### src/jssc_pkg.sv
`timescale 1ns / 1ps
`default_nettype none
package jssc_pkg;

    localparam int MAX_DEPTH   = 64;
    localparam int STACK_SLOTS = MAX_DEPTH + 1;
    localparam int LEVEL_W     = $clog2(STACK_SLOTS + 1);
    localparam int SLOT_W      = $clog2(STACK_SLOTS);
    localparam int FIFO_DEPTH  = 2;

    typedef struct packed {
        logic [7:0] data_byte;
        logic       final_byte;
    } in_word_t;

    typedef struct packed {
        logic       accepted;
        logic [4:0] error_code;
    } out_word_t;

    // error codes
    localparam logic [4:0] E_NONE    = 5'd0;
    localparam logic [4:0] E_END     = 5'd1;
    localparam logic [4:0] E_DEPTH   = 5'd2;
    localparam logic [4:0] E_LIT     = 5'd3;
    localparam logic [4:0] E_KEY     = 5'd4;
    localparam logic [4:0] E_COLON   = 5'd5;
    localparam logic [4:0] E_OBJSEP  = 5'd6;
    localparam logic [4:0] E_ARRSEP  = 5'd7;
    localparam logic [4:0] E_NUM     = 5'd8;
    localparam logic [4:0] E_FRAC    = 5'd9;
    localparam logic [4:0] E_EXP     = 5'd10;
    localparam logic [4:0] E_UNTERM  = 5'd11;
    localparam logic [4:0] E_CTRL    = 5'd12;
    localparam logic [4:0] E_ESC     = 5'd13;
    localparam logic [4:0] E_HEX     = 5'd14;
    localparam logic [4:0] E_LHIGH   = 5'd15;
    localparam logic [4:0] E_BADLOW  = 5'd16;
    localparam logic [4:0] E_LLOW    = 5'd17;
    localparam logic [4:0] E_UTF8    = 5'd18;

    typedef enum logic [4:0] {
        M_VALUE, M_ARR_FIRST, M_OBJ_FIRST, M_OBJ_KEY, M_COLON, M_AFTER,
        M_LIT_T, M_LIT_F, M_LIT_N,
        M_N_SIGN, M_N_ZERO, M_N_INT, M_N_DOT, M_N_FRAC, M_N_E, M_N_ESIGN, M_N_EXP,
        M_STR, M_ESC, M_UHEX, M_UHEX_BAD, M_HIGH, M_HIGH_BS, M_LHEX, M_LHEX_BAD
    } mode_t;

    // byte classes produced by the front end
    typedef struct packed {
        logic       ws;
        logic       digit;
        logic       hex_ok;
        logic [3:0] hex_val;
        logic       ctrl;
        logic       esc_simple;
    } byte_class_t;

    typedef struct packed {
        in_word_t    word;
        byte_class_t cls;
    } cls_word_t;

    function automatic logic [7:0] lit_char(input logic [1:0] w, input logic [2:0] idx);
        logic [7:0] c;
        c = 8'h00;
        case (w)
            2'd0: case (idx)
                3'd1: c = "r"; 3'd2: c = "u"; 3'd3: c = "e"; default: c = 8'h00;
            endcase
            2'd1: case (idx)
                3'd1: c = "a"; 3'd2: c = "l"; 3'd3: c = "s"; 3'd4: c = "e";
                default: c = 8'h00;
            endcase
            2'd2: case (idx)
                3'd1: c = "u"; 3'd2: c = "l"; 3'd3: c = "l"; default: c = 8'h00;
            endcase
            default: c = 8'h00;
        endcase
        return c;
    endfunction

    function automatic logic [2:0] lit_len(input logic [1:0] w);
        return (w == 2'd1) ? 3'd5 : 3'd4;
    endfunction

endpackage
`default_nettype wire

### src/jssc_back.sv
`timescale 1ns / 1ps
`default_nettype none
// Grammar state machine with result register
module jssc_back (
    input  wire logic                clk,
    input  wire logic                rst_n,
    input  wire jssc_pkg::cls_word_t q_word,
    input  wire logic                q_valid,
    output logic                     q_stall,
    output jssc_pkg::out_word_t      out_word,
    output logic                     out_valid,
    input  wire logic                out_stall
);
    localparam logic [jssc_pkg::LEVEL_W-1:0] MAXD = jssc_pkg::LEVEL_W'(jssc_pkg::MAX_DEPTH);
    localparam logic [jssc_pkg::LEVEL_W-1:0] SLOTS =
        jssc_pkg::LEVEL_W'(jssc_pkg::STACK_SLOTS);

    logic [jssc_pkg::STACK_SLOTS-1:0] stack_reg;
    jssc_pkg::mode_t                mode_reg, mode_next;
    logic [jssc_pkg::LEVEL_W-1:0]   level_reg, level_next;
    logic [2:0]                     lit_reg, lit_next;
    logic [15:0]                    hex_reg, hex_next;
    logic [2:0]                     hcnt_reg, hcnt_next;
    logic [2:0]                     u8_reg, u8_next;
    logic [4:0]                     err_reg, err_next;
    logic                           u8bad_reg, u8bad_next;
    logic                           key_reg, key_next;
    logic                           push_en;
    logic                           pop_en;
    logic                           push_obj;
    jssc_pkg::out_word_t            res_reg;
    logic                           res_valid_reg;

    logic        take;
    logic [7:0]  b;
    jssc_pkg::byte_class_t c;
    logic        top_obj;
    logic [4:0]  raise;
    logic [4:0]  endc;
    logic [4:0]  fin_err;

    assign b = q_word.word.data_byte;
    assign c = q_word.cls;
    // only a final byte has to wait for a held verdict
    assign q_stall = res_valid_reg && out_stall && q_word.word.final_byte;
    assign take = q_valid && !q_stall;
    assign out_word = res_reg;
    assign out_valid = res_valid_reg;

    assign top_obj = (level_reg != '0) && (level_reg <= SLOTS) && stack_reg[0];

    // per-byte grammar step
    always_comb
    begin
        logic [15:0] hacc;
        logic        hbad;
        logic [7:0]  lo, hi;
        logic [2:0]  nx;
        logic [1:0]  w;
        mode_next  = mode_reg;
        level_next = level_reg;
        lit_next   = lit_reg;
        hex_next   = hex_reg;
        hcnt_next  = hcnt_reg;
        u8_next    = u8_reg;
        u8bad_next = u8bad_reg;
        key_next   = key_reg;
        push_en    = 1'b0;
        pop_en     = 1'b0;
        push_obj   = 1'b0;
        raise      = jssc_pkg::E_NONE;
        hacc = '0; hbad = 1'b0; lo = 8'h80; hi = 8'hBF; nx = '0;
        w = 2'(mode_reg - jssc_pkg::M_LIT_T);
        case (mode_reg)
            jssc_pkg::M_VALUE, jssc_pkg::M_ARR_FIRST:
            begin
                if (c.ws)
                begin
                end
                else if (mode_reg == jssc_pkg::M_ARR_FIRST && b == "]")
                begin
                    if (level_reg != '0)
                    begin
                        level_next = level_reg - 1'b1;
                        pop_en = 1'b1;
                    end
                    mode_next = jssc_pkg::M_AFTER;
                end
                else if (level_reg > MAXD)
                    raise = jssc_pkg::E_DEPTH;
                else if (b == "{" || b == "[")
                begin
                    push_obj = (b == "{");
                    if (level_reg < SLOTS)
                    begin
                        push_en = 1'b1;
                        level_next = level_reg + 1'b1;
                    end
                    mode_next = push_obj ? jssc_pkg::M_OBJ_FIRST : jssc_pkg::M_ARR_FIRST;
                end
                else if (b == "\"")
                begin
                    key_next = 1'b0; u8bad_next = 1'b0; u8_next = '0;
                    mode_next = jssc_pkg::M_STR;
                end
                else if (b == "t")
                begin
                    mode_next = jssc_pkg::M_LIT_T; lit_next = 3'd1;
                end
                else if (b == "f")
                begin
                    mode_next = jssc_pkg::M_LIT_F; lit_next = 3'd1;
                end
                else if (b == "n")
                begin
                    mode_next = jssc_pkg::M_LIT_N; lit_next = 3'd1;
                end
                else if (b == "-") mode_next = jssc_pkg::M_N_SIGN;
                else if (b == "0") mode_next = jssc_pkg::M_N_ZERO;
                else if (c.digit)  mode_next = jssc_pkg::M_N_INT;
                else raise = jssc_pkg::E_NUM;
            end
            jssc_pkg::M_OBJ_FIRST, jssc_pkg::M_OBJ_KEY:
            begin
                if (c.ws)
                begin
                end
                else if (mode_reg == jssc_pkg::M_OBJ_FIRST && b == "}")
                begin
                    if (level_reg != '0)
                    begin
                        level_next = level_reg - 1'b1;
                        pop_en = 1'b1;
                    end
                    mode_next = jssc_pkg::M_AFTER;
                end
                else if (b == "\"")
                begin
                    key_next = 1'b1; u8bad_next = 1'b0; u8_next = '0;
                    mode_next = jssc_pkg::M_STR;
                end
                else raise = jssc_pkg::E_KEY;
            end
            jssc_pkg::M_COLON:
            begin
                if (!c.ws)
                begin
                    if (b == ":") mode_next = jssc_pkg::M_VALUE;
                    else raise = jssc_pkg::E_COLON;
                end
            end
            jssc_pkg::M_LIT_T, jssc_pkg::M_LIT_F, jssc_pkg::M_LIT_N:
            begin
                if (lit_reg < jssc_pkg::lit_len(w) && b == jssc_pkg::lit_char(w, lit_reg))
                begin
                    lit_next = lit_reg + 3'd1;
                    if (lit_next == jssc_pkg::lit_len(w))
                    begin
                        lit_next = '0;
                        mode_next = jssc_pkg::M_AFTER;
                    end
                end
                else raise = jssc_pkg::E_LIT;
            end
            jssc_pkg::M_N_SIGN:
            begin
                if (b == "0") mode_next = jssc_pkg::M_N_ZERO;
                else if (c.digit) mode_next = jssc_pkg::M_N_INT;
                else raise = jssc_pkg::E_NUM;
            end
            jssc_pkg::M_N_DOT:
            begin
                if (c.digit) mode_next = jssc_pkg::M_N_FRAC;
                else raise = jssc_pkg::E_FRAC;
            end
            jssc_pkg::M_N_E, jssc_pkg::M_N_ESIGN:
            begin
                if (c.digit) mode_next = jssc_pkg::M_N_EXP;
                else if (mode_reg == jssc_pkg::M_N_E && (b == "+" || b == "-"))
                    mode_next = jssc_pkg::M_N_ESIGN;
                else raise = jssc_pkg::E_EXP;
            end
            jssc_pkg::M_AFTER, jssc_pkg::M_N_ZERO, jssc_pkg::M_N_INT,
            jssc_pkg::M_N_FRAC, jssc_pkg::M_N_EXP:
            begin
                if (c.digit && (mode_reg == jssc_pkg::M_N_INT ||
                    mode_reg == jssc_pkg::M_N_FRAC || mode_reg == jssc_pkg::M_N_EXP))
                begin
                end
                else if (b == "." && (mode_reg == jssc_pkg::M_N_ZERO ||
                         mode_reg == jssc_pkg::M_N_INT))
                    mode_next = jssc_pkg::M_N_DOT;
                else if ((b == "e" || b == "E") && mode_reg != jssc_pkg::M_AFTER &&
                         mode_reg != jssc_pkg::M_N_EXP)
                    mode_next = jssc_pkg::M_N_E;
                else
                begin
                    // after-value handling
                    mode_next = jssc_pkg::M_AFTER;
                    if (c.ws)
                    begin
                    end
                    else if (level_reg == '0) raise = jssc_pkg::E_UTF8;
                    else if (top_obj)
                    begin
                        if (b == ",") mode_next = jssc_pkg::M_OBJ_KEY;
                        else if (b == "}")
                        begin
                            level_next = level_reg - 1'b1;
                            pop_en = 1'b1;
                        end
                        else raise = jssc_pkg::E_OBJSEP;
                    end
                    else
                    begin
                        if (b == ",") mode_next = jssc_pkg::M_VALUE;
                        else if (b == "]")
                        begin
                            level_next = level_reg - 1'b1;
                            pop_en = 1'b1;
                        end
                        else raise = jssc_pkg::E_ARRSEP;
                    end
                end
            end
            jssc_pkg::M_STR:
            begin
                if (b == "\"")
                begin
                    if (u8bad_reg || u8_reg != '0) raise = jssc_pkg::E_UTF8;
                    else mode_next = key_reg ? jssc_pkg::M_COLON : jssc_pkg::M_AFTER;
                end
                else if (c.ctrl) raise = jssc_pkg::E_CTRL;
                else if (b == "\\")
                begin
                    if (u8_reg != '0)
                    begin
                        u8bad_next = 1'b1; u8_next = '0;
                    end
                    mode_next = jssc_pkg::M_ESC;
                end
                else if (!u8bad_reg)
                begin
                    if (u8_reg == '0)
                    begin
                        if (b < 8'h80) u8_next = '0;
                        else if (b >= 8'hC2 && b <= 8'hDF) u8_next = 3'd1;
                        else if (b == 8'hE0) u8_next = 3'd4;
                        else if (b == 8'hED) u8_next = 3'd5;
                        else if (b >= 8'hE1 && b <= 8'hEF) u8_next = 3'd2;
                        else if (b == 8'hF0) u8_next = 3'd6;
                        else if (b >= 8'hF1 && b <= 8'hF3) u8_next = 3'd3;
                        else if (b == 8'hF4) u8_next = 3'd7;
                        else u8bad_next = 1'b1;
                    end
                    else
                    begin
                        nx = u8_reg - 3'd1;
                        case (u8_reg)
                            3'd4:
                            begin
                                lo = 8'hA0; nx = 3'd1;
                            end
                            3'd5:
                            begin
                                hi = 8'h9F; nx = 3'd1;
                            end
                            3'd6:
                            begin
                                lo = 8'h90; nx = 3'd2;
                            end
                            3'd7:
                            begin
                                hi = 8'h8F; nx = 3'd2;
                            end
                            default: ;
                        endcase
                        if (b < lo || b > hi)
                        begin
                            u8bad_next = 1'b1; u8_next = '0;
                        end
                        else u8_next = nx;
                    end
                end
            end
            jssc_pkg::M_ESC:
            begin
                if (c.esc_simple) mode_next = jssc_pkg::M_STR;
                else if (b == "u")
                begin
                    hex_next = '0; hcnt_next = '0; mode_next = jssc_pkg::M_UHEX;
                end
                else raise = jssc_pkg::E_ESC;
            end
            jssc_pkg::M_UHEX, jssc_pkg::M_UHEX_BAD, jssc_pkg::M_LHEX, jssc_pkg::M_LHEX_BAD:
            begin
                hbad = (mode_reg == jssc_pkg::M_UHEX_BAD) ||
                       (mode_reg == jssc_pkg::M_LHEX_BAD) || !c.hex_ok;
                hacc = c.hex_ok ? {hex_reg[11:0], c.hex_val} : hex_reg;
                hex_next = hacc;
                hcnt_next = hcnt_reg + 3'd1;
                if (hbad)
                    mode_next = (mode_reg == jssc_pkg::M_LHEX ||
                                 mode_reg == jssc_pkg::M_LHEX_BAD) ?
                                jssc_pkg::M_LHEX_BAD : jssc_pkg::M_UHEX_BAD;
                if (hcnt_next >= 3'd4)
                begin
                    if (hbad) raise = jssc_pkg::E_HEX;
                    else if (mode_reg == jssc_pkg::M_LHEX)
                    begin
                        if (hacc >= 16'hDC00 && hacc <= 16'hDFFF) mode_next = jssc_pkg::M_STR;
                        else raise = jssc_pkg::E_BADLOW;
                    end
                    else if (hacc >= 16'hD800 && hacc <= 16'hDBFF)
                        mode_next = jssc_pkg::M_HIGH;
                    else if (hacc >= 16'hDC00 && hacc <= 16'hDFFF)
                        raise = jssc_pkg::E_LLOW;
                    else mode_next = jssc_pkg::M_STR;
                end
            end
            jssc_pkg::M_HIGH:
            begin
                if (b == "\\") mode_next = jssc_pkg::M_HIGH_BS;
                else raise = jssc_pkg::E_LHIGH;
            end
            jssc_pkg::M_HIGH_BS:
            begin
                if (b == "u")
                begin
                    hex_next = '0; hcnt_next = '0; mode_next = jssc_pkg::M_LHEX;
                end
                else raise = jssc_pkg::E_LHIGH;
            end
            default: raise = jssc_pkg::E_END;
        endcase
        err_next = raise;
    end

    // end-of-document code from the state after this byte
    always_comb
    begin
        logic lobj;
        lobj = (level_next != '0) &&
               (push_en ? push_obj : (pop_en ? stack_reg[1] : stack_reg[0]));
        case (mode_next)
            jssc_pkg::M_VALUE, jssc_pkg::M_ARR_FIRST:
                endc = (level_next > MAXD) ? jssc_pkg::E_DEPTH : jssc_pkg::E_END;
            jssc_pkg::M_OBJ_FIRST, jssc_pkg::M_OBJ_KEY: endc = jssc_pkg::E_KEY;
            jssc_pkg::M_COLON: endc = jssc_pkg::E_COLON;
            jssc_pkg::M_AFTER, jssc_pkg::M_N_ZERO, jssc_pkg::M_N_INT,
            jssc_pkg::M_N_FRAC, jssc_pkg::M_N_EXP:
                endc = (level_next == '0) ? jssc_pkg::E_NONE :
                       (lobj ? jssc_pkg::E_OBJSEP : jssc_pkg::E_ARRSEP);
            jssc_pkg::M_LIT_T, jssc_pkg::M_LIT_F, jssc_pkg::M_LIT_N: endc = jssc_pkg::E_LIT;
            jssc_pkg::M_N_SIGN: endc = jssc_pkg::E_NUM;
            jssc_pkg::M_N_DOT: endc = jssc_pkg::E_FRAC;
            jssc_pkg::M_N_E, jssc_pkg::M_N_ESIGN: endc = jssc_pkg::E_EXP;
            jssc_pkg::M_HIGH, jssc_pkg::M_HIGH_BS: endc = jssc_pkg::E_LHIGH;
            jssc_pkg::M_STR, jssc_pkg::M_ESC, jssc_pkg::M_UHEX, jssc_pkg::M_UHEX_BAD,
            jssc_pkg::M_LHEX, jssc_pkg::M_LHEX_BAD: endc = jssc_pkg::E_UNTERM;
            default: endc = jssc_pkg::E_END;
        endcase
        if (err_reg != jssc_pkg::E_NONE) fin_err = err_reg;
        else if (err_next != jssc_pkg::E_NONE) fin_err = err_next;
        else fin_err = endc;
    end

    // container stack: shift register, innermost container in bit 0
    always_ff @(posedge clk)
    begin
        if (take && err_reg == jssc_pkg::E_NONE)
        begin
            if (push_en)
                stack_reg <= {stack_reg[jssc_pkg::STACK_SLOTS-2:0], push_obj};
            else if (pop_en)
                stack_reg <= {1'b0, stack_reg[jssc_pkg::STACK_SLOTS-1:1]};
        end
    end

    // result payload
    always_ff @(posedge clk)
    begin
        if (take && q_word.word.final_byte)
            res_reg <= '{accepted: (fin_err == jssc_pkg::E_NONE), error_code: fin_err};
    end

    // control state
    always_ff @(posedge clk or negedge rst_n)
    begin
        if (!rst_n)
        begin
            mode_reg <= jssc_pkg::M_VALUE;
            level_reg <= '0; lit_reg <= '0; hex_reg <= '0; hcnt_reg <= '0;
            u8_reg <= '0; err_reg <= '0; u8bad_reg <= 1'b0; key_reg <= 1'b0;
            res_valid_reg <= 1'b0;
        end
        else
        begin
            if (res_valid_reg && !out_stall) res_valid_reg <= 1'b0;
            if (take)
            begin
                if (q_word.word.final_byte)
                begin
                    res_valid_reg <= 1'b1;
                    mode_reg <= jssc_pkg::M_VALUE;
                    level_reg <= '0; lit_reg <= '0; hex_reg <= '0; hcnt_reg <= '0;
                    u8_reg <= '0; err_reg <= '0; u8bad_reg <= 1'b0; key_reg <= 1'b0;
                end
                else if (err_reg == jssc_pkg::E_NONE)
                begin
                    mode_reg <= mode_next; level_reg <= level_next; lit_reg <= lit_next;
                    hex_reg <= hex_next; hcnt_reg <= hcnt_next; u8_reg <= u8_next;
                    err_reg <= err_next; u8bad_reg <= u8bad_next; key_reg <= key_next;
                end
            end
        end
    end

`ifndef ASSERT_OFF
    a_level_range: assert property (@(posedge clk) disable iff (!rst_n)
        level_reg <= SLOTS) else $error("nesting level out of range");
    a_err_sticky: assert property (@(posedge clk) disable iff (!rst_n)
        (err_reg != 5'd0 && !(take && q_word.word.final_byte)) |=> $stable(err_reg))
        else $error("error not sticky");
    a_verdict: assert property (@(posedge clk) disable iff (!rst_n)
        out_valid |-> (out_word.accepted == (out_word.error_code == 5'd0)))
        else $error("verdict mismatch");
    a_hold: assert property (@(posedge clk) disable iff (!rst_n)
        (out_valid && out_stall) |=> (out_valid && $stable(out_word)))
        else $error("result dropped");
`endif
endmodule
`default_nettype wire

### config.mk
export PLATFORM = sky130hd
export DESIGN_NAME = jssc_back
export DESIGN_NICKNAME = d
export VERILOG_FILES = /design/src/jssc_pkg.sv /design/src/jssc_back.sv
export SDC_FILE = /design/constraint.sdc
export NUM_CORES = 1
export LEC_CHECK = 0
export CORE_ASPECT_RATIO = 0.6
export CORE_MARGIN = 2
export CORE_UTILIZATION = 64
export DETAILED_ROUTE_END_ITERATION = 7
export DONT_BUFFER_PORTS = 1
export PLACE_DENSITY = 0.87
export SLEW_MARGIN = 10
export SYNTH_ARGS = -nofsm -noshare
export SYNTH_HDL_FRONTEND = slang
export SYNTH_SLANG_ARGS = --single-unit
### constraint.sdc
create_clock -name clk -period 10.4 [get_ports clk]
set_input_delay 0.52 -clock clk [delete_from_list [all_inputs] [get_ports clk]]
set_output_delay 0.52 -clock clk [all_outputs]
set_load 0.02 [all_outputs]
==> metrics.md <==
| Metric | Value |
|---|---|
| Cells after Synth | `890` |
| Slew Limit Fails | `0` |
| Drt first pass iters | `8` |
| Clock tree buffer depth | `2` |
| Fmax achieved | `roughly 220 MHz` |
| Area of the core | `0.0130 mm^2` |
| Crit. End Element | `flip-flop` |
| Vias | `between 7000 and 8000` |
| # DRC | `0` |
| Compound-cell area share of the yosys netlist | `0.225` |
| Fill count | `around 940` |
| Syn. warnings | `0` |
| WL/cell | `around 26 um` |
| Async set or reset register ratio after synthesis | `0.388` |
| Endpoints failing hold | `0` |
| DIE AREA | `around 0.014 mm^2` |
| Peak fanout along the critical path | `between 40 and 50` |
| Drt via density | `around 7.6` |
| Initial DRC Count | `roughly 1300` |
| Post-synth cell types | `slightly above 100` |
| Total Nets Final | `910` |
| Critical path, cell by cell | `buf_4 > nand2_1 > nor4_1 > nor2_1 > mux2_4 > a2111oi_4 > a32oi_2 > nor2b_1 > nand3_1 > o21ai_0 > o221ai_2 > a31o_1 > nor4b_2` |
| Synth area leader | `edfxtp_1` |
| Multi-input gate area in the final layout | `around 0.005 mm^2` |
| Cell row count | `32` |
| Clk sinks | `approximately 120` |
| Initial antenna violation count | `0` |
| Routed WL | `27400 um` |
| CP max-delay cell | `nor4_1` |
| Ports | `30` |
| Clk Tree Root Cell | `clkbuf_16` |
| Final HPWL DP | `19200 um` |
| IO Port Bufs | `0` |
| XOR/XNOR Fraction of Synth Area | `0.0142` |
| Placed cells | `between 1000 and 1500` |
| Slew headroom | `0.258` |
| Final non-filler cell total | `1053` |
| Synth Area in Simple Gates | `0.225` |
| CP required | `10.65 ns` |
| Starting Density | `0.663` |
| Gpl congestion | `just over 1` |
| Synthesized cell area | `between 0.008 and 0.009 mm^2` |
| Area Overhead vs Synth | `8.01%` |
| FF+latch area | `approximately 0.0033 mm^2` |
| RSZ-0062 raised after global routing | `no` |
| Critical Path Start Type | `flip-flop` |
| Largest net degree at the start of global routing | `just over 70` |
| Vias in the first global route | `approximately 7500` |
| Critical path's largest stage delay | `0.69 ns` |
| CTS buffer count | `17` |
| CTS H-tree lvls | `4` |
| GRT overflow | `0` |
| Hold WC Path Type | `in -> reg` |
| Status | `complete, no violations` |
| Measured slew at the worst slew-check pin | `approximately 1.1 ns` |
| Synth Flop Type | `edfxtp_1` |
| Crit Path Category | `reg -> reg` |
| Skew-Pair Late Insertion Delay | `0.43 ns` |
| Yosys reg bits | `between 100 and 150` |
| Largest family of logic cells by synthesized area | `compound AO/OA/AOI/OAI gates` |
| Syn Nets | `930` |
| Leakage power | `between 0.003 and 0.004 uW` |
| GRT Total Usage | `0.390` |
| Max-cap violations | `0` |
| Max reg flops | `65` |
| Setup Skew | `0.0138 ns` |
| Mean Syn Cell Area | `a little under 10 um^2` |
| CP arrival | `approximately 4.8 ns` |
| N_diodes | `0` |
| Mux share of post-synthesis cell area | `0.0899` |
| Post-synthesis sequential area ratio | `0.378` |
| Fraction of layout cells with a size suffix above 1 | `0.180` |
| Setup violations, final | `0` |
| Post-synthesis adder-cell area fraction | `0.0261` |
| TNS Setup | `0 ns` |
| Post-synth EDFFs | `slightly above 70` |
| Max IR drop VDD | `around 0.095 mV` |
| Top post-synthesis cells by area | `edfxtp_1, dfrtp_1, mux2_2, nor2_1, a21oi_1` |
| Routed Antenna Nets | `0` |
| TritonCTS clock tree | `yes` |
| Die H | `between 90 and 100 um` |
| Power per cell area | `roughly 150 mW/mm^2` |
| Global-route wire length before repair | `between 40000 and 50000 um` |
| Die W | `approximately 150 um` |
| Yosys top cell area share | `0.247` |
| Post-CTS Setup Inserts | `0` |
| Clock transition at path regs | `around 0.07 ns` |
| Fin crit share | `0.437` |
| Min Tclk post-route | `4.55 ns` |
[timing repair]
action / in CTS / in global routing
resized for setup: 0 / 0
hold buffers: 2 / 0
endpoints found under the hold margin: 45 / 0
[worst max-delay path, delay by kind of cell, from the launching register on]
family,cells,cell delay [ns]
AO/OA/AOI/OAI,5,1.28
buffers and inverters,1,0.40
flip-flops,1,0.32
multiplexers,1,0.37
AND/OR/NAND/NOR,6,1.97
[worst paths after layout]
check                                  from      endpoint  slack [ns]  cells past startpoint
worst max-delay path            mode_reg[0]   out_word[5]        5.85                     13
worst min-delay path              q_word[9]    lit_reg[0]        0.21                      1
worst max register to register  mode_reg[0]   out_word[5]        5.85                     13
worst min register to register  hex_reg[15]   hex_reg[15]        0.51                      1
max in group asynchronous             rst_n  level_reg[3]        9.51                      2
min in group asynchronous             rst_n   hcnt_reg[2]        0.66                      2
[routing by layer]
layer  global-route usage  part of all wire  vias to the layer above
met2                0.566              0.41                      598
met1                0.546              0.42                     3802
met3                0.145              0.14                      124
met4                0.117             0.031                        0
li1                     -                 -                     3456
met5                    0                 0                        -
[cells in the mapped netlist, types with 5 or more instances]
| cell type | number |
|---|---|
| edfxtp_1 | 71 |
| nand3b_1 | 8 |
| mux2_2 | 64 |
| a21oi_1 | 49 |
| o311ai_0 | 5 |
| o21a_1 | 7 |
| clkbuf_1 | 26 |
| dfrtp_1 | 45 |
| o221ai_1 | 5 |
| o31ai_1 | 10 |
| or3_1 | 10 |
| a211oi_1 | 5 |
| a21o_1 | 8 |
| and2_1 | 6 |
| nand2b_1 | 16 |
| nor4_1 | 15 |
| nor3b_1 | 6 |
| nor2_1 | 66 |
| or2_2 | 9 |
| o2111ai_1 | 6 |
| o211ai_1 | 7 |
| nor3_1 | 25 |
| xor2_1 | 7 |
| o21bai_1 | 5 |
| inv_1 | 28 |
| o21ai_0 | 38 |
| nand2_1 | 59 |
| nand3_1 | 27 |
| nor2b_1 | 7 |
| and3_1 | 8 |
| o22ai_1 | 9 |
| buf_2 | 22 |
| xnor2_1 | 7 |
| ha_1 | 18 |
| or4_1 | 9 |
| a32oi_1 | 5 |
| a31oi_1 | 15 |
| a22o_1 | 24 |
| nand4b_1 | 5 |
| nand4_1 | 9 |
[final cells by class]
| class | count | area share |
|---|---|---|
| multi-input combinational | 690 | 0.538 |
| sequential | 116 | 0.350 |
| clock buffer | 17 | 0.0457 |
| tap | 170 | 0.0228 |
| clock inverter | 15 | 0.0167 |
| timing repair buffer | 16 | 0.0153 |
| inverter | 29 | 0.0117 |
[stage by stage]
stage                     area [um^2]  total power, uW  utilization  setup slack, ns  hold slack (ns)
after floorplan                  8630              765            -             4.66            0.224
after global placement           8700              829        0.669             6.25            0.225
after detailed placement         8700              835        0.669             6.09            0.225
after CTS                        9320             1420        0.716             5.99            0.208
after global routing             9320             1480        0.716             5.50            0.208
final                            9320             1440        0.716             5.85            0.207
[layout by cell type (no fill, tap or decap), types with 25 or more instances in the layout]
cell and n:
nor3_1 25, mux2_2 64, nand3_1 27, inv_1 28, dfrtp_1 45, a21oi_1 48
edfxtp_1 71, o21ai_0 38, nor2_1 66, nand2_1 59
[logic make-up (layout without fill, tap and decap cells)]
group,after synthesis,in the layout
AOI/OAI and AO/OA,263,263
xor gates and xnor gates,14,14
adders and majority gates,18,18
buffers and inverters,84,77
DFF,116,116
muxes,69,69
and+or+nand+nor,326,326
[power by group]
part / leakage, uW / switching (uW) / internal [uW]
clock: 0.000283 / 262 / 321
combinational: 0.00189 / 222 / 115
sequential: 0.00121 / 15.6 / 502
Power figures use the tool's default switching activity.
